$ cat config.mk
export PLATFORM = sky130hd
export DESIGN_NAME = eoat_window
export DESIGN_NICKNAME = d
export VERILOG_FILES = /design/src/eoat_pkg.sv /design/src/eoat_cell.sv /design/src/eoat_window.sv
export SDC_FILE = /design/constraint.sdc
export NUM_CORES = 1
export LEC_CHECK = 0
export BUFFER_PORTS_ARGS = -buffer_cell sky130_fd_sc_hd__buf_2
export CAP_MARGIN = 20
export CORE_MARGIN = 4
export CORE_UTILIZATION = 50
export DETAILED_ROUTE_END_ITERATION = 7
export PLACE_DENSITY = 0.66
export SETUP_SLACK_MARGIN = 0.1
export SYNTH_ARGS = -nofsm -noshare
export SYNTH_HDL_FRONTEND = slang
export SYNTH_SLANG_ARGS = --single-unit
$ cat constraint.sdc
create_clock -name clk_i -period 8.2 [get_ports clk_i]
set_input_delay 1.23 -clock clk_i [delete_from_list [all_inputs] [get_ports clk_i]]
set_output_delay 1.23 -clock clk_i [all_outputs]
set_load 0.02 [all_outputs]
$ cat src/eoat_pkg.sv
package eoat_pkg;

  // Field widths.
  localparam int SMP_W      = 12;
  localparam int PCT_W      = 7;
  localparam int THR_W      = 16;
  localparam int FIXQ_W     = 4;
  localparam int CFG_IDX_W  = 3;
  localparam int CFG_DATA_W = 16;
  localparam int AVG_W      = 12;
  localparam int LO_W       = 12;
  localparam int HI_W       = 13;

  // Converter levels and limits.
  localparam logic [SMP_W-1:0] SUPPLY_MIN = 12'd100;
  localparam logic [SMP_W-1:0] BAT_EMPTY  = 12'd2171;
  localparam logic [SMP_W-1:0] BAT_FULL   = 12'd2543;
  localparam logic [THR_W-1:0] THR_NONE   = 16'hFFFF;
  localparam logic [PCT_W-1:0] PCT_FULL   = 7'd100;

  // Battery percent: (s - empty) * 100 / 372 by a reciprocal multiply.
  // The scaled numerator stays below 2^16, so a 25 bit shift is exact.
  localparam int unsigned     BAT_SPAN   = 372;
  localparam int              BAT_DIFF_W = 9;
  localparam int              BAT_K      = 25;
  localparam longint unsigned BAT_M      = ((64'd1 << BAT_K) + BAT_SPAN - 1) / BAT_SPAN;
  localparam longint unsigned BAT_MUL    = 100 * BAT_M;
  localparam int              BAT_MUL_W  = 24;

  // Fuel percent: 100 - s * 100 / 4095, numerator below 2^19, 31 bit shift.
  localparam int unsigned     ADC_FULL   = 4095;
  localparam int              FUEL_K     = 31;
  localparam longint unsigned FUEL_M     = ((64'd1 << FUEL_K) + ADC_FULL - 1) / ADC_FULL;
  localparam longint unsigned FUEL_MUL   = 100 * FUEL_M;
  localparam int              FUEL_MUL_W = 26;

  // Threshold candidates: avg * 4 / 5 and avg * 6 / 5.
  localparam int              LO_K     = 17;
  localparam longint unsigned LO_MUL   = 4 * (((64'd1 << LO_K) + 4) / 5);
  localparam int              LO_MUL_W = 17;
  localparam int              HI_K     = 18;
  localparam longint unsigned HI_MUL   = 6 * (((64'd1 << HI_K) + 4) / 5);
  localparam int              HI_MUL_W = 19;

  // Configuration register indexes.
  typedef enum logic [CFG_IDX_W-1:0] {
    CFG_FORCE_UNIT_ON     = 3'd0,
    CFG_ON_FOLLOWS_ENGINE = 3'd1,
    CFG_INVERT_KEY        = 3'd2,
    CFG_FORCE_DOOR_OPEN   = 3'd3,
    CFG_INVERT_DOOR       = 3'd4,
    CFG_SAVED_THRESHOLD   = 3'd5
  } cfg_reg_e;

  // Window status handed to the decision stage.
  typedef struct packed {
    logic             full;
    logic [AVG_W-1:0] avg;
    logic [LO_W-1:0]  low_thr;
    logic [HI_W-1:0]  high_thr;
  } win_stat_t;

  // A zero saved threshold means no threshold at all.
  function automatic logic [THR_W-1:0] restore_thr(input logic [THR_W-1:0] v);
    return (v == '0) ? THR_NONE : v;
  endfunction

endpackage

$ cat src/eoat_cell.sv
module eoat_cell import eoat_pkg::*; (
  input  logic             clk_i,
  input  logic             shift_i,
  input  logic [SMP_W-1:0] sample_i,
  output logic [SMP_W-1:0] sample_o
);

  logic [SMP_W-1:0] sample_q;

  // Take the neighbor's sample when the window advances.
  always_ff @(posedge clk_i) begin
    if (shift_i) begin
      sample_q <= sample_i;
    end
  end

  assign sample_o = sample_q;

endmodule

$ cat src/eoat_window.sv
module eoat_window import eoat_pkg::*; #(
  parameter int WINDOW = 50
) (
  input  logic             clk_i,
  input  logic             rst_ni,
  input  logic             push_i,
  input  logic [SMP_W-1:0] sample_i,
  output win_stat_t        stat_o
);

  localparam int              FILL_W = $clog2(WINDOW + 1);
  localparam int              TOT_W  = $clog2(WINDOW * 4095 + 1);
  localparam int              AVG_L  = $clog2(WINDOW);
  localparam int              AVG_K  = TOT_W + AVG_L;
  localparam int              AVG_MW = TOT_W + 1;
  localparam longint unsigned AVG_M  = ((64'd1 << AVG_K) + WINDOW - 1) / WINDOW;
  localparam int              AVG_PW = TOT_W + AVG_MW;
  localparam int              LO_PW  = AVG_W + LO_MUL_W;
  localparam int              HI_PW  = AVG_W + HI_MUL_W;

  logic [SMP_W-1:0]  tap [WINDOW];
  logic [FILL_W-1:0] fill_q, fill_d;
  logic [TOT_W-1:0]  total_q, total_d;
  logic              full;
  logic [AVG_PW-1:0] avg_prod;
  logic [AVG_W-1:0]  avg_q, avg2_q;
  logic [LO_PW-1:0]  lo_prod;
  logic [HI_PW-1:0]  hi_prod;
  logic [LO_W-1:0]   lo_q;
  logic [HI_W-1:0]   hi_q;

  // Row of sample cells; the last one holds the oldest sample.
  for (genvar g = 0; g < WINDOW; g++) begin : g_cell
    if (g == 0) begin : g_head
      eoat_cell u_cell (
        .clk_i    (clk_i),
        .shift_i  (push_i),
        .sample_i (sample_i),
        .sample_o (tap[g])
      );
    end else begin : g_body
      eoat_cell u_cell (
        .clk_i    (clk_i),
        .shift_i  (push_i),
        .sample_i (tap[g-1]),
        .sample_o (tap[g])
      );
    end
  end

  assign full = (fill_q == FILL_W'(WINDOW));

  // Running sum and fill count; a full window drops its oldest sample.
  always_comb begin
    total_d = total_q;
    fill_d  = fill_q;
    if (push_i) begin
      total_d = total_q + TOT_W'(sample_i) - (full ? TOT_W'(tap[WINDOW-1]) : '0);
      fill_d  = full ? fill_q : fill_q + 1'b1;
    end
  end

  always_ff @(posedge clk_i or negedge rst_ni) begin
    if (!rst_ni) begin
      fill_q  <= '0;
      total_q <= '0;
    end else begin
      fill_q  <= fill_d;
      total_q <= total_d;
    end
  end

  // Average first, then both threshold candidates from the registered average.
  assign avg_prod = AVG_PW'(total_q) * AVG_PW'(AVG_M);
  assign lo_prod  = LO_PW'(avg_q) * LO_PW'(LO_MUL);
  assign hi_prod  = HI_PW'(avg_q) * HI_PW'(HI_MUL);

  always_ff @(posedge clk_i) begin
    avg_q  <= AVG_W'(avg_prod >> AVG_K);
    avg2_q <= avg_q;
    lo_q   <= LO_W'(lo_prod >> LO_K);
    hi_q   <= HI_W'(hi_prod >> HI_K);
  end

  assign stat_o = '{full: full, avg: avg2_q, low_thr: lo_q, high_thr: hi_q};

  // The fill count saturates at the window length.
  assert property (@(posedge clk_i) disable iff (!rst_ni) fill_q <= FILL_W'(WINDOW))
    else $error("window fill count beyond window length");

  // A push into a full window keeps it full.
  assert property (@(posedge clk_i) disable iff (!rst_ni)
    push_i && full |=> fill_q == FILL_W'(WINDOW))
    else $error("full window lost a sample count");

  // The running sum never exceeds a window of full scale samples.
  assert property (@(posedge clk_i) disable iff (!rst_ni)
    total_q <= TOT_W'(WINDOW * 4095))
    else $error("window sum out of range");

endmodule

==> impl_results.md, run 1 <==
- Number of global-route vias before repair: 14500
- Synth top area cells: edfxtp_1 (59%), fa_1 (12%), ha_1 (11%)
- Post-synth top area cell: edfxtp_1
- Pins Over Slew Limit: 0
- Minimum clock period: 6.15 ns
- CP peak stage delay: 0.59 ns
- Kind of critical path: reg -> reg
- Worst-margin pin slew: 1.06 ns
- Routed Antenna Nets: 0
- Hold-fix buffers at CTS: 0
- Clock buffer depth: 3
- CTS resizes: 0
- Fin nets: 2454
- TritonCTS clock tree: done
- Hold_sp: g_cell[8].g_body.u_cell.sample_o[0]$_DFFE_PP_
- Final Util: 0.564
- Critical R2R Capture: avg_q[11]$_DFF_P_
- DRC violations left: 0
- Post-synth net total: 2331
- Initial antenna violation count: 1
- Global route overflow: 0
- Worst EP required: 8.74 ns
- Period utilization: 0.750
- Global Route Usage Sum: 0.155
- Initial DRT Pass Iterations: 4
- Starting Density: 0.504
- Hold endpoint: g_cell[9].g_body.u_cell.sample_o[0]$_DFFE_PP_
- Synthesized instance count: 1850
- Setup crit end kind: register
- Total wire length: 48.1 mm
- Die H: 255 µm
- Setup crit start kind: register
- Status: completed
- Cts bufs inserted: 70
- Final hold violation count: 0
- R2R depth: 19
- Cell family with most CP delay: adder cells
- Top Ports: 53
- Routed len/inst: 17.2 µm
- Synthesis-stage register bit count: 673
- Fraction of final layout cells sized beyond drive strength 1: 0.0845
- Commonest non-fill, non-tap cell in the layout: edfxtp_1
- Most frequently used flop master after synthesis: edfxtp_1
- Area after DPL: 31700 µm²
- Worst path most repeated cell: fa_1
- # Max-Cap Violations: 0
- Clock Latency Late Sink: 0.60 ns
- Max Clock Skew: 0.0217 ns
- Hold Path Depth: 0
- Root Driver: clkbuf_16
- Clk sink count: 673
- Hold Crit Class: reg -> reg
- Die area: 64900 µm²
- Via count: 13900
- Via density: 4.95
- Design Area, Final: 34000 µm²
- Critical-path top delay cell: fa_1
- Post-CTS Setup Inserts: 0
- Min Hold Slack: 0.405 ns
- Clk slew on worst S/H paths: 0.06 ns
- Row cnt: 90
- R2R setup slack: 2.05 ns
- Number of synthesized flops with an enable pin: 600
- Crit Path Max Fanout: 9
- Fmax: 163 MHz
- Worst-path cell chain: fa_1, inv_1, fa_1, inv_1, fa_1, fa_1, fa_1, inv_1, fa_1, inv_1, ha_1, and4_1, and2_1, a41oi_1, a31oi_1, o21ai_1, a41oi_1, or4_1, nand3_1
- Critical path buffer and inverter count: 4
- Final setup violation count: 0
- Post-synth top area share: 0.592
- PortBufs: 52
- Slew HR: 0.296
- Seq/Total Area, Yosys: 0.644
- Synthesized area: 30400 µm²
- Ant. Diodes: 0
- Iter 0 DRT Violations: 782
- First-pass GRT wire length: 78.2 mm
- Area Overhead vs Synth: 11.8%
- Post-synth ARST share: 0.0357
- Crit Reg-Reg Startpoint: total_q[7]$_DFFE_PN0P_
- Core ar.: 60400 µm²
- Arrival time at the worst endpoint: 6.69 ns
- Die X: 255 µm
- Setup TNS: 0 ns
- Placer congestion estimate: 0.903
- RSZ-0062 raised after global routing: false
- H-tree depth: 3
- Mean Syn Cell Area: 16.5 µm²
- Library cells used by synthesis: 59
- DP HPWL: 33.1 mm
- Largest net degree at the start of global routing: 212
- Synth Warn #: 0
- Most frequent cells in the layout: edfxtp_1 (600), inv_1 (360), ha_1 (278)
-- kinds of logic after synthesis --
| group | after synthesis | synth area share |
|---|---|---|
| flip-flops | 673 | 0.644 |
| adder cells (fa/ha/maj) | 466 | 0.238 |
| buffers and inverters | 365 | 0.0451 |
| AND/OR/NAND/NOR | 151 | 0.0254 |
| AO/OA/AOI/OAI | 134 | 0.0301 |
| XOR/XNOR | 53 | 0.0152 |
| multiplexers | 8 | 0.00263 |
-- state kept, by name (all words and copies together), names as in the netlist --
signal	cells
avg2_q	12
avg_q	12
fill_q	6
g_cell.g_body.u_cell.sample_o	588
g_cell.g_head.u_cell.sample_o	12
hi_q	13
lo_q	12
total_q	18
-- final cells by class --
type                       count  area (µm²)
multi-input combinational    812        9480
timing repair buffer          56         325
clock buffer                  92        1920
sequential                   673       19600
inverter                     360        1350
tap                          782         978
clock inverter                31         392
fill                        4675       26300
-- through the flow --
stage / cells / worst slack [ns]
finish: 2806 / 2.05
global route: 2806 / 1.61
global placement: 2683 / 2.06
detailed placement: 2683 / 1.98
floorplan: 1850 / 2.53
CTS: 2806 / 1.98
-- routing by layer --
| metal | track usage | part of all wire | vias to the layer above | wire length [µm] |
|---|---|---|---|---|
| met3 | 0.0296 | 0.034 | 82 | 1610 |
| met4 | 0.0471 | 0.022 | 0 | 1040 |
| met1 | 0.234 | 0.50 | 6984 | 23900 |
| met5 | 0 | 0 | - | 0 |
| met2 | 0.230 | 0.45 | 160 | 21600 |
| li1 | - | - | 6663 | - |
-- Yosys cell counts (3+ instances only) --
master and count:
a211oi_1 5, a21o_1 15, a21oi_1 31, a31oi_1 9
a41oi_1 3, and2_1 17, and3_1 4, and4_1 4
dfrtp_1 24, dfxtp_1 49, edfxtp_1 600, fa_1 188
ha_1 278, inv_1 360, mux2i_1 8, nand2_1 28
nand2b_1 5, nand3_1 15, nand4_1 6, nor2_1 35
nor2b_1 5, nor3_1 13, o211ai_1 4, o21a_1 3
o21ai_0 29, o21bai_1 8, or2_2 5, or3_1 6
or4_1 3, xnor2_1 36, xor2_1 17
-- worst max path at each step --
stage	from	to	slack [ns]	cells past startpoint
6_report	total_q[7]$_DFFE_PN0P_	avg_q[11]$_DFF_P_	2.05	19
5_1_grt	total_q[7]$_DFFE_PN0P_	avg_q[11]$_DFF_P_	1.61	19
3_5_place_dp	total_q[7]$_DFFE_PN0P_	avg_q[11]$_DFF_P_	1.98	19
4_1_cts	total_q[7]$_DFFE_PN0P_	avg_q[11]$_DFF_P_	1.98	19
3_3_place_gp	total_q[7]$_DFFE_PN0P_	avg_q[11]$_DFF_P_	2.06	19
2_1_floorplan	total_q[7]$_DFFE_PN0P_	avg_q[11]$_DFF_P_	2.53	19
-- worst reg2reg max path, stage by stage, from the launching register on --
cell	delay [ns]
dfrtp_1	0.53
fa_1	0.59
inv_1	0.08
fa_1	0.51
inv_1	0.05
fa_1	0.52
fa_1	0.45
fa_1	0.55
inv_1	0.05
fa_1	0.53
inv_1	0.04
ha_1	0.30
and4_1	0.22
and2_1	0.16
a41oi_1	0.21
a31oi_1	0.20
o21ai_1	0.24
a41oi_1	0.25
or4_1	0.52
nand3_1	0.10
Power of run 1 is not shown: default switching activity piles up to over one toggle a cycle in this logic, so the estimate is an artifact.
==> run 2, diff against run 1 <==
--- a/config.mk
+++ b/config.mk
@@ -10,7 +10,7 @@
 export CORE_MARGIN = 4
 export CORE_UTILIZATION = 50
 export DETAILED_ROUTE_END_ITERATION = 7
-export PLACE_DENSITY = 0.66
+export PLACE_DENSITY = 0.68
 export SETUP_SLACK_MARGIN = 0.1
 export SYNTH_ARGS = -nofsm -noshare
 export SYNTH_HDL_FRONTEND = slang
==> constraint.sdc (replaced) <==
create_clock -name clk_i -period 5 [get_ports clk_i]
set_input_delay 0.75 -clock clk_i [delete_from_list [all_inputs] [get_ports clk_i]]
set_output_delay 0.75 -clock clk_i [all_outputs]
set_load 0.02 [all_outputs]
==> run 2 against run 1 <==
Compared with the run above: the run now ends with setup timing left; worst hold slack worse by 0.24 ns; non-clock buffer count up 162; critical path depth unchanged; first-iteration DRC count up 13%; sequential cell count unchanged; cell count up 5.8%; global-route usage up 0.36 points; die area unchanged; via count up 5.2%; count of clock-buffer cells in the layout down 5; register-to-register slack worse by 2.5 ns; largest cell class unchanged.
==> impl_results.md, run 2 (synthesized netlist as in run 1, its figures left out) <==
- Status: finished with violations
- Failing checks: setup timing
- Largest net degree at the start of global routing: 119
- Starting Density: 0.504
- Area Overhead vs Synth: 17.4%
- Total wire length: 49.6 mm
- Worst path most repeated cell: fa_1
- Clk slew on worst S/H paths: 0.06 ns
- Routed len/inst: 16.7 µm
- PortBufs: 52
- Row cnt: 90
- Global Route Usage Sum: 0.158
- Max Clock Skew: 0.0229 ns
- Via density: 4.92
- Setup crit start kind: register
- RSZ-0062 raised after global routing: true
- Max FFs per register: 588
- Setup crit end kind: register
- Root Driver: clkbuf_16
- Design Area, Final: 35700 µm²
- TritonCTS clock tree: done
- Die X: 255 µm
- Most frequent cells in the layout: edfxtp_1 (600), inv_1 (353), ha_1 (266)
- Period utilization: 1.10
- First-pass GRT wire length: 80.4 mm
- Area after DPL: 32900 µm²
- Hold Crit Class: in -> async
- Initial antenna violation count: 0
- Initial DRT Pass Iterations: 5
- Number of global-route vias before repair: 15200
- Crit Reg-Reg Startpoint: total_q[7]$_DFFE_PN0P_
- Pins Over Slew Limit: 0
- Worst-path cell chain: fa_1, inv_2, fa_1, inv_1, fa_1, fa_1, fa_1, inv_1, fa_1, inv_2, ha_4, and4_4, and2_4, a41oi_4, a31oi_4, o21ai_2, a41oi_2, or4_4, nand3_2
- Routed Antenna Nets: 0
- PnR worst setup slack: -0.491 ns
- # Max-Cap Violations: 0
- Fmax: 182 MHz
- Crit Path Max Fanout: 4
- CP peak stage delay: 0.57 ns
- Slew HR: 0.393
- DRC violations left: 0
- H-tree depth: 3
- Global route overflow: 0
- Ant. Diodes: 0
- Commonest non-fill, non-tap cell in the layout: edfxtp_1
- Core ar.: 60400 µm²
- Dpl ws: -0.764 ns
- Fin nets: 2615
- Start point of the critical path: total_q[7]$_DFFE_PN0P_
- Cts bufs inserted: 69
- Min Hold Slack: 0.163 ns
- Die area: 64900 µm²
- Final hold violation count: 0
- Critical-path top delay cell: fa_1
- Fraction of final layout cells sized beyond drive strength 1: 0.185
- Kind of critical path: reg -> reg
- Worst-margin pin slew: 0.910 ns
- Top Ports: 53
- Final setup violation count: 23
- Placer congestion estimate: 0.877
- Via count: 14600
- Die H: 255 µm
- DP HPWL: 34.3 mm
- Clk sink count: 673
- Iter 0 DRT Violations: 886
- Worst EP required: 5.53 ns
- Arrival time at the worst endpoint: 6.02 ns
- Clock Latency Late Sink: 0.60 ns
- Hold-fix buffers at CTS: 0
- Minimum clock period: 5.49 ns
- Clock buffer depth: 3
run 2: stage by stage:
stage	setup TNS, ns	std cells	util
2_1_floorplan	-1.05	1850	-
3_3_place_gp	-6.35	2831	0.545
5_1_grt	-13.09	2969	0.592
4_1_cts	-4.55	2966	0.591
3_5_place_dp	-7.33	2831	0.545
6_report	-4.16	2969	0.592
run 2: path summary, 6_finish.rpt:
check	slack, ns	cells past startpoint	to
worst max-delay path	-0.49	19	avg_q[11]$_DFF_P_
worst min-delay path	0.16	1	total_q[1]$_DFFE_PN0P_
worst max register to register	-0.49	19	avg_q[11]$_DFF_P_
worst min register to register	0.40	0	g_cell[23].g_body.u_cell.sample_o[8]$_DFFE_PP_
max in group asynchronous	4.37	1	total_q[10]$_DFFE_PN0P_
min in group clk_i	0.35	1	g_cell[0].g_head.u_cell.sample_o[1]$_DFFE_PP_
run 2: routing by layer:
layer  part of all wire  wire length, µm  vias up  global-route usage
li1                   -                -     6973                   -
met1               0.48            24100     7400               0.233
met2               0.46            23100      177               0.245
met3              0.033             1620       67              0.0279
met4              0.018              892        0              0.0466
met5                  0                0        -                   0
run 2: what timing repair did:
item,in CTS,in global routing
pin swaps,52,18
cloned,0,0
setup buffers,11,3
gates resized for setup,51,16
endpoints found under the setup margin,33,36
run 2: worst max-delay path, delay by kind of cell (launching register included):
family	cells	cell delay, ns
fa+ha+maj	7	3.18
buf+inv	4	0.20
compound gates	4	0.70
simple gates	4	0.95
flops	1	0.43
run 2: final cells by class:
cell class | instances | area (µm²)
clock buffers | 87 | 1880
clock inverters | 37 | 498
fillers | 4550 | 24600
inverters | 360 | 1350
multi-input cells | 812 | 9830
flip-flops and latches | 673 | 19600
well taps | 782 | 978
repair buffers | 218 | 1600
Power of run 2 is left out for the same reason.
